File: config.mk
export PLATFORM = sky130hd
export DESIGN_NAME = threshold_priority_queue_top_flat
export DESIGN_NICKNAME = d
export VERILOG_FILES = /design/src/tpq_pkg.sv /design/src/tpq_if.sv /design/src/tpq_ctrl.sv /design/src/tpq_dp.sv /design/src/threshold_priority_queue_top.sv /design/src/flat_wrapper.sv
export SDC_FILE = /design/constraint.sdc
export NUM_CORES = 2
export LEC_CHECK = 0
export BUFFER_PORTS_ARGS = -buffer_cell sky130_fd_sc_hd__buf_2
export CAP_MARGIN = 20
export CORE_MARGIN = 2
export CORE_UTILIZATION = 44
export DETAILED_ROUTE_END_ITERATION = 7
export PLACE_DENSITY = 0.57
export REMOVE_ABC_BUFFERS = 1
export SYNTH_ARGS = -nofsm -noshare
export SYNTH_HDL_FRONTEND = slang
export SYNTH_SLANG_ARGS = --single-unit
File: constraint.sdc
create_clock -name clk -period 10.6 [get_ports clk]
set_input_delay 0 -clock clk [delete_from_list [all_inputs] [get_ports clk]]
set_output_delay 0 -clock clk [all_outputs]
set_load 0.005 [all_outputs]
File: src/tpq_pkg.sv
package tpq_pkg;

  localparam int unsigned ValueWidth = 32;
  localparam int unsigned PrioWidth  = 16;
  localparam int unsigned CountWidth = 5;

  typedef enum logic [1:0] {
    OP_ENQ     = 2'd0,
    OP_DEQ     = 2'd1,
    OP_DEQ_LIM = 2'd2,
    OP_NOP     = 2'd3
  } opcode_t;

  typedef enum logic [1:0] {
    ST_OK    = 2'd0,
    ST_EMPTY = 2'd1,
    ST_FULL  = 2'd2
  } status_t;

  typedef enum logic [1:0] {
    S_IDLE,
    S_EXEC,
    S_OUT
  } ctrl_state_t;

  // controller to datapath
  typedef struct packed {
    logic load;
    logic exec;
  } dp_cmd_t;

  // datapath to controller
  typedef struct packed {
    logic done;
  } dp_sts_t;

endpackage

File: src/tpq_if.sv
interface tpq_in_if;
  logic                 valid;
  logic                 ready;
  logic [1:0]           opcode;
  logic signed [31:0]   item_value;
  logic signed [15:0]   item_priority;
  modport source (output valid, opcode, item_value, item_priority, input ready);
  modport sink (input valid, opcode, item_value, item_priority, output ready);
endinterface

interface tpq_out_if;
  logic                 valid;
  logic                 ready;
  logic [1:0]           status;
  logic signed [31:0]   out_value;
  logic [4:0]           entry_count;
  modport source (output valid, status, out_value, entry_count, input ready);
  modport sink (input valid, status, out_value, entry_count, output ready);
endinterface

File: src/tpq_ctrl.sv
module tpq_ctrl (
  input  logic             clk,
  input  logic             rst_n,
  input  logic             in_valid,
  output logic             in_ready,
  output logic             out_valid,
  input  logic             out_ready,
  output tpq_pkg::dp_cmd_t cmd,
  input  tpq_pkg::dp_sts_t sts
);
  import tpq_pkg::*;

  ctrl_state_t state_r, state_nxt;

  always_comb begin
    state_nxt = state_r;
    case (state_r)
      S_IDLE: if (in_valid) state_nxt = S_EXEC;
      S_EXEC: if (sts.done) state_nxt = S_OUT;
      S_OUT: begin
        if (out_ready) state_nxt = in_valid ? S_EXEC : S_IDLE;
      end
      default: state_nxt = S_IDLE;
    endcase
  end

  always_comb begin
    out_valid = (state_r == S_OUT);
    in_ready  = (state_r == S_IDLE) || ((state_r == S_OUT) && out_ready);
    cmd.load  = in_ready && in_valid;
    cmd.exec  = (state_r == S_EXEC);
  end

  always_ff @(posedge clk) begin
    if (!rst_n) state_r <= S_IDLE;
    else        state_r <= state_nxt;
  end

`ifndef ASSERT_OFF
  a_load_only_ready: assert property (@(posedge clk) disable iff (!rst_n)
    cmd.load |-> in_ready) else $error("load without ready");
  a_exec_to_out: assert property (@(posedge clk) disable iff (!rst_n)
    cmd.exec && sts.done |=> out_valid) else $error("missing result");
  a_load_then_exec: assert property (@(posedge clk) disable iff (!rst_n)
    cmd.load |=> cmd.exec) else $error("no exec after load");
`endif
endmodule

File: src/tpq_dp.sv
module tpq_dp #(
  parameter int unsigned CAPACITY = 16
) (
  input  logic                     clk,
  input  logic                     rst_n,
  input  tpq_pkg::dp_cmd_t         cmd,
  output tpq_pkg::dp_sts_t         sts,
  input  logic [1:0]               in_opcode,
  input  logic signed [31:0]       in_value,
  input  logic signed [15:0]       in_priority,
  output logic [1:0]               res_status,
  output logic signed [31:0]       res_value,
  output logic [4:0]               res_count
);
  import tpq_pkg::*;

  localparam int unsigned CntW = $clog2(CAPACITY + 1);

  // cell chain: slot 0 is the head
  logic signed [31:0] val_r [CAPACITY];
  logic signed [15:0] pri_r [CAPACITY];
  logic [CntW-1:0]    cnt_r;

  logic [1:0]         op_r;
  logic signed [31:0] ival_r;
  logic signed [15:0] ipri_r;
  logic [1:0]         st_r;
  logic signed [31:0] ov_r;

  // per-cell compare flags
  logic [CAPACITY-1:0] occ, ge, gt, ins_before, take_at, take_before;
  logic signed [31:0]  take_val;
  logic                full, any_take;

  always_comb begin
    for (int i = 0; i < CAPACITY; i++) begin
      occ[i] = (CntW'(i) < cnt_r);
      ge[i]  = occ[i] && (pri_r[i] >= ipri_r);
      gt[i]  = occ[i] && (pri_r[i] > ipri_r);
    end
    full = (cnt_r == CntW'(CAPACITY));
    // insert position: first cell not ge (entries are sorted, so ge is a prefix)
    // removal position: head, or first occupied cell not gt
    ins_before[0]  = 1'b1;
    take_before[0] = 1'b1;
    for (int i = 1; i < CAPACITY; i++) begin
      ins_before[i]  = ge[i-1];
      take_before[i] = (op_r == OP_DEQ_LIM) ? gt[i-1] : 1'b0;
    end
    for (int i = 0; i < CAPACITY; i++) begin
      take_at[i] = occ[i] && take_before[i] &&
                   (op_r == OP_DEQ ? 1'b1 : !gt[i]);
    end
    any_take = |take_at;
    take_val = '0;
    for (int i = 0; i < CAPACITY; i++) begin
      if (take_at[i]) take_val = val_r[i];
    end
  end

  assign sts.done = cmd.exec;

  always_ff @(posedge clk) begin
    if (cmd.load) begin
      op_r   <= in_opcode;
      ival_r <= in_value;
      ipri_r <= in_priority;
    end
    if (cmd.exec) begin
      st_r <= ST_OK;
      ov_r <= '0;
      case (op_r)
        OP_ENQ: begin
          if (full) st_r <= ST_FULL;
          else begin
            if (!ge[0]) begin
              val_r[0] <= ival_r;
              pri_r[0] <= ipri_r;
            end
            for (int i = 1; i < CAPACITY; i++) begin
              if (!ge[i]) begin
                if (ins_before[i]) begin
                  val_r[i] <= ival_r;
                  pri_r[i] <= ipri_r;
                end else begin
                  val_r[i] <= val_r[i-1];
                  pri_r[i] <= pri_r[i-1];
                end
              end
            end
          end
        end
        OP_DEQ, OP_DEQ_LIM: begin
          if (!any_take) st_r <= ST_EMPTY;
          else begin
            ov_r <= take_val;
            for (int i = 0; i < CAPACITY - 1; i++) begin
              if (!(take_before[i] && !take_at[i])) begin
                val_r[i] <= val_r[i+1];
                pri_r[i] <= pri_r[i+1];
              end
            end
          end
        end
        default: ;
      endcase
    end
  end

  always_ff @(posedge clk) begin
    if (!rst_n) cnt_r <= '0;
    else if (cmd.exec) begin
      if (op_r == OP_ENQ && !full) cnt_r <= cnt_r + 1'b1;
      else if ((op_r == OP_DEQ || op_r == OP_DEQ_LIM) && any_take) cnt_r <= cnt_r - 1'b1;
    end
  end

  assign res_status = st_r;
  assign res_value  = ov_r;
  assign res_count  = 5'(cnt_r);

`ifndef ASSERT_OFF
  a_cnt_bound: assert property (@(posedge clk) disable iff (!rst_n)
    cnt_r <= CntW'(CAPACITY)) else $error("count overflow");
  a_take_one: assert property (@(posedge clk) disable iff (!rst_n)
    cmd.exec |-> $onehot0(take_at)) else $error("multiple removals");
  a_full_hold: assert property (@(posedge clk) disable iff (!rst_n)
    cmd.exec && op_r == OP_ENQ && full |=> cnt_r == $past(cnt_r))
    else $error("full enqueue changed count");
`endif
endmodule

File: src/threshold_priority_queue_top.sv
// Threshold priority queue: bounded queue of value/priority entries, highest
// priority at the head, equal priorities kept in arrival order.
// Input channel (in_*): one operation per item - enqueue, dequeue head,
// dequeue the first entry at or below a priority limit, or no-op.
// Output channel (out_*): exactly one result item per operation, carrying
// status, removed value and the entry count after the operation.
// Flow: an accepted item is registered with its opcode, the controller runs
// S_EXEC, where the cell chain compare-and-shift writes the result registers
// directly, and the result is offered in S_OUT. No new item is taken during
// S_EXEC; the next item is accepted in the cycle the current result leaves.
// The cell chain compares every slot in parallel, so timing is independent
// of the entry count.
// Reset (rst_n low, synchronous) empties the queue; slot contents are not
// cleared. A stalled receiver holds the result and blocks new items.
module threshold_priority_queue_top #(
  parameter int unsigned CAPACITY = 16
) (
  input logic    clk,
  input logic    rst_n,
  tpq_in_if.sink   in_ch,
  tpq_out_if.source out_ch
);
  import tpq_pkg::*;

  dp_cmd_t cmd;
  dp_sts_t sts;

  tpq_ctrl u_ctrl (
    .clk       (clk),
    .rst_n     (rst_n),
    .in_valid  (in_ch.valid),
    .in_ready  (in_ch.ready),
    .out_valid (out_ch.valid),
    .out_ready (out_ch.ready),
    .cmd       (cmd),
    .sts       (sts)
  );

  tpq_dp #(.CAPACITY(CAPACITY)) u_dp (
    .clk         (clk),
    .rst_n       (rst_n),
    .cmd         (cmd),
    .sts         (sts),
    .in_opcode   (in_ch.opcode),
    .in_value    (in_ch.item_value),
    .in_priority (in_ch.item_priority),
    .res_status  (out_ch.status),
    .res_value   (out_ch.out_value),
    .res_count   (out_ch.entry_count)
  );
endmodule

File: src/flat_wrapper.sv
// flat-port wrapper written by rule: the top's interface ports become plain ports
module threshold_priority_queue_top_flat import tpq_pkg::*;
#(
  parameter int unsigned CAPACITY = 16
)
  (clk, rst_n, in_ch_valid, in_ch_opcode, in_ch_item_value, in_ch_item_priority, in_ch_ready, out_ch_valid, out_ch_status, out_ch_out_value, out_ch_entry_count, out_ch_ready);
  tpq_in_if in_ch_i ();
  tpq_out_if out_ch_i ();
  input logic clk;
  input logic rst_n;
  input wire logic [$bits(in_ch_i.valid)-1:0] in_ch_valid;
  input wire logic [$bits(in_ch_i.opcode)-1:0] in_ch_opcode;
  input wire logic [$bits(in_ch_i.item_value)-1:0] in_ch_item_value;
  input wire logic [$bits(in_ch_i.item_priority)-1:0] in_ch_item_priority;
  output wire logic [$bits(in_ch_i.ready)-1:0] in_ch_ready;
  output wire logic [$bits(out_ch_i.valid)-1:0] out_ch_valid;
  output wire logic [$bits(out_ch_i.status)-1:0] out_ch_status;
  output wire logic [$bits(out_ch_i.out_value)-1:0] out_ch_out_value;
  output wire logic [$bits(out_ch_i.entry_count)-1:0] out_ch_entry_count;
  input wire logic [$bits(out_ch_i.ready)-1:0] out_ch_ready;
  assign in_ch_i.valid = in_ch_valid;
  assign in_ch_i.opcode = in_ch_opcode;
  assign in_ch_i.item_value = in_ch_item_value;
  assign in_ch_i.item_priority = in_ch_item_priority;
  assign in_ch_ready = in_ch_i.ready;
  assign out_ch_valid = out_ch_i.valid;
  assign out_ch_status = out_ch_i.status;
  assign out_ch_out_value = out_ch_i.out_value;
  assign out_ch_entry_count = out_ch_i.entry_count;
  assign out_ch_i.ready = out_ch_ready;
  threshold_priority_queue_top #(.CAPACITY(CAPACITY)) u_core (.clk(clk), .rst_n(rst_n), .in_ch(in_ch_i), .out_ch(out_ch_i));
endmodule
==> metrics.md <==
| Metric | Value |
|---|---|
| Layout cells sized above 1 | 0.162 |
| Via count | 44,299 |
| Unrepaired setup endpoints after global routing | false |
| Max IR drop VDD | 0.124 mV |
| CP Capture Type | flop |
| Setup WS pre-CTS | 2.85 ns |
| P&R area growth vs syn | 11.8% |
| EDFF count, synth | 852 |
| Total clock sinks | 859 |
| Pwr per Cell Area | 147 mW/mm^2 |
| Ports | 95 |
| Final Max Tran Viols | 0 |
| Worst-margin pin slew | 1.22 ns |
| Die Height | 356 microns |
| Crit-path max FO | 63 |
| Detailed placement HPWL | 129,000 microns |
| Total clock buffers created by CTS | 102 |
| Met1 Use GR | 0.456 |
| GRT overflow | 0 |
| CP Class | reg -> reg |
| Die Footprint | 0.127 sq mm |
| ANT nets after route | 0 |
| Routed WL per cell | 31.0 microns |
| Most frequent cells in the layout | 852 x edfxtp_1, 516 x nand2_1, 353 x mux2_2 |
| Rows | 129 |
| Status | completed |
| M3 GR Usage | 0.0659 |
| Via-per-instance ratio | 6.68 |
| Worst rel slew slack | 0.186 |
| Register area share after synthesis | 0.472 |
| Die W | 356 microns |
| Tcrit/Tclk final | 0.768 |
| Area share of the leading cell type in the synthesized netlist | 0.469 |
| Commonest non-fill, non-tap cell in the layout | edfxtp_1 |
| Compound-Gate Fraction of Synth Area | 0.153 |
| Setup Fix Bufs, Post-CTS | 0 |
| Top cells by area, synth | edfxtp_1 47%, mux2_2 7.3%, mux2i_1 6.1% |
| Gr usage total | 0.317 |
| Bufs on Longest Clock Path | 3 |
| Largest area contributor in the netlist | edfxtp_1 |
| Gr busiest metal | met2 |
| Fill count | 11,254 |
| Post-route cell area | 0.0610 sq mm |
| Post-synthesis area per instance | 11.1 sq um |
| CTS tree | built |
| Final hold vios | 0 |
| Fmax | 123 MHz |
| Xor/xnor share of the synthesized area | 0.000482 |
| Htree depth | 3 |
| Starting Density | 0.442 |
| Final wirelength | 206,000 microns |
| Met2 usage | 0.478 |
| Syn. warnings | 0 |
| Synthesized flop and latch total | 859 |
| Crit path required time | 10.96 ns |
| Final Worst Setup Slack | 2.46 ns |
| Ys flop type | edfxtp_1 |
| Yosys cell types | 84 |
| Period minus WS final | 8.14 ns |
| Hold Path Class | in -> reg |
| Max Cap Viol | 0 |
| Post-synth ARST share | 0 |
| Vias in the first global route | 41,761 |
| Drt drc | 0 |
| Leak pwr | 22.7 nW |
| Placed cell areas | 0.0564 sq mm |
| PortBufs | 94 |
| Clk_lat worst skew | 0.76 ns |
| Clk root buf | clkbuf_16 |
| Arr. time, crit path | 8.50 ns |
| Core area | 0.123 sq mm |
| Net count, final | 5,223 |
| Synth Area in Simple Gates | 0.0954 |
| Post-Synthesis Cells | 4,929 |
| Largest net degree at the start of global routing | 174 |
| Detailed Route Iter0 Violations | 5,473 |
| Largest family of logic cells by synthesized area | multiplexers |
| Initial antenna violation count | 6 |
| Clk slew on worst S/H paths | 0.06 ns |
| Final total power | 8.96 mW |
| GPL Wtd Cong | 0.984 |
| Setup Viol. Count Final | 0 |
| Clock skew | 0.0527 ns |
| Synth Area in Adders | 0.0603 |
| Proportion of synthesized area in mux cells | 0.179 |
| Synthesized cell area | 0.0545 sq mm |
| Type of element launching the critical path | flop |
| First drt pass iteration count | 6 |
| First-pass GRT wire length | 297,000 microns |
## where the power goes
| group | total [mW] | switching [mW] | internal [mW] |
|---|---|---|---|
| Combinational | 1.11 | 0.694 | 0.416 |
| Clock | 3.80 | 1.56 | 2.24 |
| Sequential | 4.05 | 0.152 | 3.90 |
| Total | 8.96 | 2.41 | 6.55 |
## state kept, by name (all words and copies together) (netlist names)
name,cells
u_core.u_ctrl.state_r,2
u_core.u_dp.ipri_r,16
u_core.u_dp.ival_r,32
u_core.u_dp.op_r,2
u_core.u_dp.pri_r,256
u_core.u_dp.res_count,5
u_core.u_dp.res_status,2
u_core.u_dp.res_value,32
u_core.u_dp.val_r,512
## critical path, stage by stage (launching register included)
cell and delay [ns]:
edfxtp_1 0.76, inv_1 0.60, ha_1 0.55, nor4b_1 0.83
o211ai_1 0.42, o21ai_0 0.38, a21boi_0 0.36, nand2b_1 0.33
o32ai_1 0.18, nor2_1 0.56, a41o_4 0.99, nor2_4 0.09
buf_4 0.48, o22ai_4 0.65, buf_4 0.51
## what timing repair did
action / CTS / global route
setup endpoints to repair: 0 / 0
gates resized for setup: 0 / 0
endpoints found under the hold margin: 78 / 0
hold buffers: 99 / 0
## final cells by class
cell class                 count  area, sq um  area share
clock buffer                 124         2710      0.0444
antenna                        3         7.51    0.000123
multi-input combinational   3580        27100       0.444
clock inverter                64          837      0.0137
timing repair buffer         298         2340      0.0384
inverter                      65          244     0.00400
tap                         1637         2050      0.0336
sequential                   859        25700       0.422
## cell usage after synthesis (161+ instances only)
cell      number
nand2_1      520
clkbuf_1     331
o22ai_1      334
o21ai_0      227
mux2_2       353
mux2i_1      333
nand3_1      161
mux2_1       217
a21oi_1      200
ha_1         263
edfxtp_1     852
nor2_1       204
## metrics by stage
| stage | cells | util | setup TNS, ns | hold slack, ns |
|---|---|---|---|---|
| 3_3_place_gp | 6335 | 0.457 | 0 | 0.176 |
| 3_5_place_dp | 6338 | 0.457 | 0 | 0.178 |
| 6_report | 6630 | 0.495 | 0 | 0.0341 |
| 5_1_grt | 6627 | 0.495 | 0 | 0.0446 |
| 4_1_cts | 6625 | 0.494 | 0 | 0.0142 |
| 2_1_floorplan | 4504 | - | -5573.90 | 0.0989 |
## cell families after synthesis
kind of cell	Yosys count
xor+xnor	3
flops	859
compound gates	1272
buf+inv	490
simple gates	1139
fa+ha+maj	263
mux	903
## path summary, 6_finish.rpt
path	to	slack (ns)	start	cells past startpoint
max	u_core.u_dp.pri_r[0][91]$_DFFE_PP_	2.46	u_core.u_dp.ipri_r[15]$_DFFE_PP_	14
min	u_core.u_dp.ipri_r[7]$_DFFE_PP_	0.03	in_ch_item_priority[7]	2
min reg2reg	u_core.u_dp.val_r[0][118]$_DFFE_PP_	0.59	u_core.u_dp.val_r[0][150]$_DFFE_PP_	1
max reg2reg	u_core.u_dp.pri_r[0][91]$_DFFE_PP_	2.46	u_core.u_dp.ipri_r[15]$_DFFE_PP_	14
## routing by layer
metal / wire length [microns] / up-vias
li1: - / 19193
met1: 88000 / 22243
met2: 90000 / 2535
met3: 22000 / 328
met4: 5810 / 0
met5: 0 / -
Note: power is estimated with default switching activity, not from simulation.
